### src/sv/sorted_priority_queue_defines.svh
// ---------------------------------------------------------------------------
// Sorted priority queue assertion macros
// Concurrent assertion helpers; they compile to nothing under SYNTHESIS.
// ---------------------------------------------------------------------------
`ifndef SORTED_PRIORITY_QUEUE_DEFINES_SVH
`define SORTED_PRIORITY_QUEUE_DEFINES_SVH

`ifndef SYNTHESIS
// antecedent implies consequent in the same cycle
`define SPQ_ASSERT_IMP(lbl, clk, rst_n, ante, cons, msg) \
	lbl: assert property (@(posedge clk) disable iff (!rst_n) (ante) |-> (cons)) \
		else $error(msg);
// antecedent implies consequent in the next cycle
`define SPQ_ASSERT_NXT(lbl, clk, rst_n, ante, cons, msg) \
	lbl: assert property (@(posedge clk) disable iff (!rst_n) (ante) |=> (cons)) \
		else $error(msg);
`else
`define SPQ_ASSERT_IMP(lbl, clk, rst_n, ante, cons, msg)
`define SPQ_ASSERT_NXT(lbl, clk, rst_n, ante, cons, msg)
`endif

`endif

### src/sv/spq_pkg.sv
// ---------------------------------------------------------------------------
// spq_pkg
// Types and codes shared by the sorted priority queue modules.
// ---------------------------------------------------------------------------
`default_nettype none

package spq_pkg;

	localparam logic CMD_INSERT = 1'b0;
	localparam logic CMD_REMOVE = 1'b1;

	typedef enum logic [1:0] {
		ST_INSERTED = 2'd0,
		ST_FULL     = 2'd1,
		ST_REMOVED  = 2'd2,
		ST_EMPTY    = 2'd3
	} spq_status_t;

	typedef struct packed {
		logic        cmd;
		logic [15:0] order_tag;
		logic [2:0]  prio;
	} spq_in_t;

	typedef struct packed {
		spq_status_t status;
		logic [15:0] out_tag;
		logic [2:0]  out_prio;
		logic [6:0]  occupancy;
	} spq_out_t;

	typedef struct packed {
		logic [15:0] tag;
		logic [2:0]  prio;
	} spq_entry_t;

	typedef enum logic [1:0] {
		S_IDLE,
		S_INS_CHK,
		S_INS_CMP,
		S_REM_OUT
	} spq_state_t;

	// controller -> datapath
	typedef struct packed {
		logic        load;     // latch command, set up insert walk
		logic        rd_head;  // read address is head, else slot before walk pointer
		logic        shift;    // move read entry one slot back
		logic        place;    // write new entry at walk pointer, count up
		logic        pop;      // drop head, count down
		logic        emit;     // present a result beat
		spq_status_t status;
	} spq_ctl_t;

	// datapath -> controller
	typedef struct packed {
		logic full;
		logic empty;
		logic pos_zero;
		logic lower;   // entry read is of strictly lower priority than new one
	} spq_sts_t;

endpackage

`default_nettype wire

### src/sv/spq_ctrl.sv
// ---------------------------------------------------------------------------
// spq_ctrl
// Command sequencer for the sorted priority queue: insert walk and remove.
// ---------------------------------------------------------------------------
`default_nettype none

module spq_ctrl (
	input  wire logic             clk,
	input  wire logic             arst_n,
	input  wire logic             start,
	input  wire spq_pkg::spq_in_t item,
	input  wire spq_pkg::spq_sts_t sts,
	output spq_pkg::spq_ctl_t     ctl,
	output logic                  busy
);
	import spq_pkg::*;

	spq_state_t state_q, state_nxt;

	always_ff @(posedge clk or negedge arst_n) begin
		if (!arst_n) begin
			state_q <= S_IDLE;
		end else begin
			state_q <= state_nxt;
		end
	end

	always_comb begin
		state_nxt   = state_q;
		ctl         = '0;
		ctl.status  = ST_INSERTED;
		unique case (state_q)
			S_IDLE: begin
				ctl.rd_head = 1'b1;
				if (start) begin
					if (item.cmd == CMD_INSERT) begin
						if (sts.full) begin
							ctl.emit   = 1'b1;
							ctl.status = ST_FULL;
						end else begin
							ctl.load  = 1'b1;
							state_nxt = S_INS_CHK;
						end
					end else begin
						if (sts.empty) begin
							ctl.emit   = 1'b1;
							ctl.status = ST_EMPTY;
						end else begin
							state_nxt = S_REM_OUT;
						end
					end
				end
			end
			S_INS_CHK: begin
				if (sts.pos_zero) begin
					ctl.place  = 1'b1;
					ctl.emit   = 1'b1;
					ctl.status = ST_INSERTED;
					state_nxt  = S_IDLE;
				end else begin
					state_nxt = S_INS_CMP;
				end
			end
			S_INS_CMP: begin
				if (sts.lower) begin
					ctl.shift = 1'b1;
					state_nxt = S_INS_CHK;
				end else begin
					ctl.place  = 1'b1;
					ctl.emit   = 1'b1;
					ctl.status = ST_INSERTED;
					state_nxt  = S_IDLE;
				end
			end
			S_REM_OUT: begin
				ctl.pop    = 1'b1;
				ctl.emit   = 1'b1;
				ctl.status = ST_REMOVED;
				state_nxt  = S_IDLE;
			end
			default: begin
				state_nxt = S_IDLE;
			end
		endcase
	end

	assign busy = (state_q != S_IDLE);

endmodule

`default_nettype wire

### src/sv/spq_datapath.sv
// ---------------------------------------------------------------------------
// spq_datapath
// Circular entry store with head pointer, fill count, insert walk pointer
// and registered result.
// ---------------------------------------------------------------------------
`default_nettype none

`include "sorted_priority_queue_defines.svh"

module spq_datapath #(
	parameter int DEPTH = 64
) (
	input  wire logic              clk,
	input  wire logic              arst_n,
	input  wire spq_pkg::spq_in_t  item,
	input  wire spq_pkg::spq_ctl_t ctl,
	output spq_pkg::spq_sts_t      sts,
	output logic                   done,
	output spq_pkg::spq_out_t      result
);
	import spq_pkg::*;

	localparam int AW = $clog2(DEPTH);
	localparam int CW = $clog2(DEPTH + 1);

	spq_entry_t mem [DEPTH];
	spq_entry_t rd_q;

	spq_in_t       item_q;
	logic [AW-1:0] head_q;
	logic [AW-1:0] p_q;
	logic [CW-1:0] pos_q;
	logic [CW-1:0] fill_q;
	logic          done_q;
	spq_out_t      res_q;

	logic [AW:0]   tail_sum;
	logic [AW:0]   tail_wrap;
	logic [AW-1:0] tail;
	logic [AW-1:0] p_prev;
	logic [AW-1:0] head_nxt;
	logic [AW-1:0] rd_addr;
	logic          we;
	spq_entry_t    wd;
	logic [CW-1:0] fill_nxt;
	logic [CW+6:0] occ_ext;

	// physical slot just past the last entry: head + fill, wrapped once
	assign tail_sum  = (AW+1)'(head_q) + (AW+1)'(fill_q);
	assign tail_wrap = tail_sum - (AW+1)'(DEPTH);
	assign tail      = (tail_sum >= (AW+1)'(DEPTH)) ? tail_wrap[AW-1:0] : tail_sum[AW-1:0];

	assign p_prev   = (p_q == '0) ? AW'(DEPTH - 1) : p_q - 1'b1;
	assign head_nxt = (head_q == AW'(DEPTH - 1)) ? '0 : head_q + 1'b1;
	assign rd_addr  = ctl.rd_head ? head_q : p_prev;

	assign we = ctl.shift | ctl.place;
	always_comb begin
		if (ctl.shift) begin
			wd = rd_q;
		end else begin
			wd.tag  = item_q.order_tag;
			wd.prio = item_q.prio;
		end
	end

	always_comb begin
		priority if (ctl.place) begin
			fill_nxt = fill_q + 1'b1;
		end else if (ctl.pop) begin
			fill_nxt = fill_q - 1'b1;
		end else begin
			fill_nxt = fill_q;
		end
	end

	assign occ_ext = {7'b0, fill_nxt};

	always_ff @(posedge clk) begin
		if (we) begin
			mem[p_q] <= wd;
		end
		rd_q <= mem[rd_addr];
	end

	always_ff @(posedge clk or negedge arst_n) begin
		if (!arst_n) begin
			fill_q <= '0;
			head_q <= '0;
			done_q <= 1'b0;
		end else begin
			fill_q <= fill_nxt;
			done_q <= ctl.emit;
			if (ctl.pop) begin
				head_q <= head_nxt;
			end
		end
	end

	always_ff @(posedge clk) begin
		if (ctl.load) begin
			item_q <= item;
			p_q    <= tail;
			pos_q  <= fill_q;
		end else if (ctl.shift) begin
			p_q   <= p_prev;
			pos_q <= pos_q - 1'b1;
		end
		if (ctl.emit) begin
			res_q.status    <= ctl.status;
			res_q.out_tag   <= ctl.pop ? rd_q.tag : 16'd0;
			res_q.out_prio  <= ctl.pop ? rd_q.prio : 3'd0;
			res_q.occupancy <= occ_ext[6:0];
		end
	end

	assign sts.full     = (fill_q == CW'(DEPTH));
	assign sts.empty    = (fill_q == '0);
	assign sts.pos_zero = (pos_q == '0);
	assign sts.lower    = (rd_q.prio < item_q.prio);

	assign done   = done_q;
	assign result = res_q;

	`SPQ_ASSERT_IMP(a_fill_bound, clk, arst_n, 1'b1, fill_q <= CW'(DEPTH), "fill count above depth")
	`SPQ_ASSERT_IMP(a_place_room, clk, arst_n, ctl.place, fill_q < CW'(DEPTH), "insert into full store")
	`SPQ_ASSERT_IMP(a_pop_data, clk, arst_n, ctl.pop, fill_q != '0, "remove from empty store")
	`SPQ_ASSERT_NXT(a_place_count, clk, arst_n, ctl.place, fill_q == $past(fill_q) + 1'b1, "count missed insert")
	`SPQ_ASSERT_IMP(a_shift_walk, clk, arst_n, ctl.shift, pos_q != '0, "walk ran past the head")

endmodule

`default_nettype wire

### src/sv/sorted_priority_queue.sv
// ---------------------------------------------------------------------------
// sorted_priority_queue
// Bounded priority queue, sorted by descending priority, FIFO among equals.
//
//   channel   handshake             payload
//   command   start, busy (out)     item   : cmd, order_tag, prio
//   result    done (one-cycle beat) result : status, out_tag, out_prio, occupancy
//
// A command beat is taken at a rising edge with start high and busy low.
// Its result beat shows on done/result in the cycle after the command ends;
// busy is already low then, so the next command may be taken in that cycle.
// Refused insert (full) or remove from empty is answered from idle. Remove reads
// the head, then pops it. Insert walks back from the tail, moving each entry of
// lower priority one slot back with a read and a write on the entry store, and
// places the new entry where it stops (at the head if the queue was empty).
// No clearing pass after reset; the receiver cannot stall results.
// ---------------------------------------------------------------------------
`default_nettype none

module sorted_priority_queue #(
	parameter int DEPTH = 64
) (
	input  wire logic             clk,
	input  wire logic             arst_n,
	input  wire logic             start,
	input  wire spq_pkg::spq_in_t item,
	output logic                  busy,
	output logic                  done,
	output spq_pkg::spq_out_t     result
);
	import spq_pkg::*;

	spq_ctl_t ctl;
	spq_sts_t sts;

	spq_ctrl u_ctrl (
		.clk    (clk),
		.arst_n (arst_n),
		.start  (start),
		.item   (item),
		.sts    (sts),
		.ctl    (ctl),
		.busy   (busy)
	);

	spq_datapath #(
		.DEPTH (DEPTH)
	) u_datapath (
		.clk    (clk),
		.arst_n (arst_n),
		.item   (item),
		.ctl    (ctl),
		.sts    (sts),
		.done   (done),
		.result (result)
	);

endmodule

`default_nettype wire
### config.mk
export PLATFORM = sky130hd
export DESIGN_NAME = sorted_priority_queue
export DESIGN_NICKNAME = d
export VERILOG_FILES = /design/src/sv/spq_pkg.sv /design/src/sv/spq_ctrl.sv /design/src/sv/spq_datapath.sv /design/src/sv/sorted_priority_queue.sv
export VERILOG_INCLUDE_DIRS = /design/src /design/src/sv
export SDC_FILE = /design/constraint.sdc
export NUM_CORES = 2
export LEC_CHECK = 0
export BUFFER_PORTS_ARGS = -buffer_cell sky130_fd_sc_hd__buf_2
export CELL_PAD_IN_SITES_DETAIL_PLACEMENT = 1
export CELL_PAD_IN_SITES_GLOBAL_PLACEMENT = 1
export CORE_ASPECT_RATIO = 0.9
export CORE_MARGIN = 4
export CORE_UTILIZATION = 60
export CTS_CLUSTER_SIZE = 12
export DETAILED_ROUTE_END_ITERATION = 12
export PLACE_DENSITY_LB_ADDON = 0.1
export REMOVE_ABC_BUFFERS = 1
export SETUP_SLACK_MARGIN = 0.05
export SLEW_MARGIN = 5
export SYNTH_ARGS = -nofsm -noshare
export SYNTH_HDL_FRONTEND = slang
export SYNTH_HIERARCHICAL = 1
export SYNTH_SLANG_ARGS = --single-unit
### constraint.sdc
create_clock -name clk -period 9.4 [get_ports clk]
set_input_delay 0.94 -clock clk [delete_from_list [all_inputs] [get_ports clk]]
set_output_delay 0.94 -clock clk [all_outputs]
set_load 0.05 [all_outputs]
==> flow_metrics.env <==
export IMPL_min_path_type="in2async"
export IMPL_met2_usage_pct=47.1
export IMPL_h_tree_depth=4
export IMPL_setup_viol=0
export IMPL_fill_cells=6436
export IMPL_max_slew_worst_pin_slew_ns=1.15
export IMPL_path_cells="inv_1 > ha_1 > nor3_2 > a221oi_4 > buf_4 > buf_12 > mux4_2 > nand2_1 > a32o_1 > a221oi_1 > and3_1"
export IMPL_first_global_vias=26600
export IMPL_synthCells=2325
export IMPL_critPathTopFamily="compound AO/OA/AOI/OAI gates"
export IMPL_busiest_layer="met2"
export IMPL_die_h_um=283
export IMPL_hold_violations=0
export IMPL_relSlewSlack_pct=23.2
export IMPL_clock_latency_ns=0.72
export IMPL_vias=25200
export IMPL_clock_skew_final_ns=0.0288
export IMPL_crit_buf_inv=3
export IMPL_mappedNetlistArea_um2=50600
export IMPL_rsz0062_at_grt="false"
export IMPL_status="completed"
export IMPL_drtIter0Drc=4000
export IMPL_crit_type="reg2reg"
export IMPL_holdBufCountCts=0
export IMPL_dieArea_um2=89000
export IMPL_gp_congestion=0.817
export IMPL_route_detailed_drc=0
export IMPL_fmax_mhz=190
export IMPL_arrival_ns=5.91
export IMPL_wl_per_cell_um=36.2
export IMPL_grt_use_total_pct=30.9
export IMPL_power_density_nw_per_um2=348
export IMPL_grt_max_degree=165
export IMPL_cts_inserted_buffers=134
export IMPL_leakage_nw=17.9
export IMPL_tritoncts="yes"
export IMPL_yosysWarningCount=6
export IMPL_yosysSeqAreaShare_pct=77.3
export IMPL_ant_nets=0
export IMPL_fin_tns_setup_ns=0
export IMPL_nets=2521
export IMPL_fin_crit_ns=5.26
export IMPL_fin_hold_ws_ns=0.163
export IMPL_synthArstFlopShare_pct=1.22
export IMPL_syn_area_per_cell_um2=21.8
export IMPL_num_rows=100
export IMPL_post_cts_resized=0
export IMPL_dominantRegCellSynth="edfxtp_1"
export IMPL_syn_to_final_growth_pct=12.1
export IMPL_period_share_pct=56.0
export IMPL_portBuffers=52
export IMPL_end_kind="flip-flop"
export IMPL_synth_edf_count=1276
export IMPL_dp_hpwl_mm=75.7
export IMPL_use_met1_pct=45.5
export IMPL_yosysUniqueCellTypes=62
export IMPL_dp_slack_ns=4.13
export IMPL_clock_sinks=1311
export IMPL_overflow=0
export IMPL_die_width_um=314
export IMPL_required_ns=10.05
export IMPL_antenna_found_initial=16
export IMPL_wl_mm=134
export IMPL_ir_drop_v=0.000514
export IMPL_cp_slowest_cell="a221oi_1"
export IMPL_ys_ff_latch=1311
export IMPL_drt_pass1_iterations=6
export IMPL_met3_usage_pct=7.89
export IMPL_slew_viol_final=0
export IMPL_ctsRootBufferMaster="clkbuf_16"
export IMPL_drv_cap=0
export IMPL_worst_path_largest_cell_delay_ns=0.85
export IMPL_start_util_pct=60.8
export IMPL_coreArea_um2=83200
export IMPL_avgViaCountPerCell=6.83
export IMPL_drive_gt1_share_pct=27.8
export IMPL_clk_pin_slew_ns=0.06
export IMPL_grt_first_pass_wirelength_mm=194
export IMPL_cts_setup_buffers=0
export IMPL_fin_ws_ns=4.14
export IMPL_critPathMaxFanout=105
export IMPL_start_kind="flip-flop"
export IMPL_clock_path_buffers=3
export IMPL_ios=53
## worst register-to-register path, stage by stage (launching register included)
cell,delay (ns)
dfrtp_1,0.40
inv_1,0.14
ha_1,0.78
nor3_2,0.16
a221oi_4,0.36
buf_4,0.64
buf_12,0.66
mux4_2,0.47
nand2_1,0.08
a32o_1,0.37
a221oi_1,0.85
and3_1,0.28
## synth_stat cells, types with 3 or more instances
| library cell | n | share of area [%] |
|---|---|---|
| edfxtp_1 | 1276 | 76 |
| mux4_2 | 304 | 14 |
| nor2_1 | 93 | 0.69 |
| a22oi_1 | 77 | 1.1 |
| nand2_1 | 72 | 0.53 |
| mux2i_1 | 62 | 1.2 |
| clkbuf_1 | 55 | 0.41 |
| nand3_1 | 41 | 0.41 |
| buf_2 | 40 | 0.40 |
| and3_1 | 23 | 0.28 |
| and2_1 | 21 | 0.26 |
| ha_1 | 20 | 0.49 |
| a221oi_1 | 19 | 0.33 |
| a32o_1 | 19 | 0.38 |
| buf_4 | 19 | 0.28 |
| dfxtp_1 | 19 | 0.75 |
| mux2_2 | 19 | 0.42 |
| o21ai_0 | 18 | 0.18 |
| dfrtp_1 | 16 | 0.79 |
| inv_1 | 16 | 0.12 |
| xnor2_1 | 14 | 0.24 |
| a21oi_1 | 6 | 0.059 |
| nor3_1 | 6 | 0.059 |
| xor2_1 | 6 | 0.10 |
| buf_6 | 4 | 0.089 |
| nand3b_1 | 4 | 0.059 |
| a21o_1 | 3 | 0.045 |
| nand2b_1 | 3 | 0.037 |
| nand4_1 | 3 | 0.037 |
| nor2b_1 | 3 | 0.037 |
| o21ai_2 | 3 | 0.052 |
## flip-flops by register name (all words and copies together), names as in the netlist, 6 cells and up
name / count
u_datapath/fill_q: 7
u_datapath/head_q: 6
u_datapath/item_q: 19
u_datapath/mem: 1216
u_datapath/p_q: 6
u_datapath/pos_q: 7
u_datapath/rd_q: 19
u_datapath/result: 28
## kinds of logic (layout without fill, tap and decap cells)
group,count (synthesis),after routing,synth area share [%]
xor+xnor,20,20,0.346
fa+ha+maj,21,21,0.534
simple gates,284,284,2.65
compound gates,167,167,2.65
other cells,0,1,0
flops,1311,1311,77.3
buf+inv,136,380,1.32
mux,386,386,15.2
## metrics by stage
step                util [%]  cells  cell area, um2  power [mW]
detailed placement      63.3   3463           52700        14.8
finish                  68.2   3692           56700        19.7
global placement        63.3   3463           52700        14.6
floorplan                  -   2205           50000        13.1
global route            68.2   3691           56700        20.5
CTS                     68.1   3691           56700        19.8
## power breakdown
part / switching [mW] / internal (mW) / total, mW / leakage, nW
combinational: 4.59 / 2.81 / 7.40 / 4.12
sequential: 0.237 / 7.17 / 7.41 / 11.8
clock: 2.11 / 2.82 / 4.93 / 1.94
## cell usage in the layout, fill, tap and decap left out, types with 21 or more instances in the layout
cell,instances
nor2_2,47
nand3_1,41
nor2_1,25
and3_1,23
edfxtp_1,1276
a22oi_1,77
mux4_2,304
clkbuf_16,139
nand2_1,72
nor2_4,21
mux2i_1,62
buf_2,52
buf_4,80
clkbuf_1,57
## layout make-up
class	count	area, um2	share of cell area [%]
clock buffer	205	3820	6.73
tap	1122	1400	2.48
inverter	16	60.1	0.106
timing repair buffer	136	941	1.66
sequential	1311	39100	68.9
multi-input combinational	878	11200	19.7
clock inverter	23	201	0.355
antenna	1	2.50	0.00441
## path summary, 6_finish.rpt
check	from	endpoint	slack, ns	depth (start not counted)
min	arst_n	u_datapath/head_q[1]	0.16	1
min in group clk	item[6]	u_datapath/item_q[6]	0.41	1
max reg2reg	u_ctrl/state_q[0]	u_datapath/rd_q[6]	4.14	11
max in group asynchronous	arst_n	u_datapath/head_q[4]	8.94	1
min reg2reg	u_datapath/rd_q[13]	u_datapath/result[20]	0.55	1
max	u_ctrl/state_q[0]	u_datapath/rd_q[6]	4.14	11
## routing by layer
metal  vias to the layer above  part of all wire, %
met5                         -                0.038
met4                         8                  2.6
met3                       222                   12
met2                      1548                   47
met1                     13400                   38
li1                      10000                    -
Power figures use the tool's default switching activity.
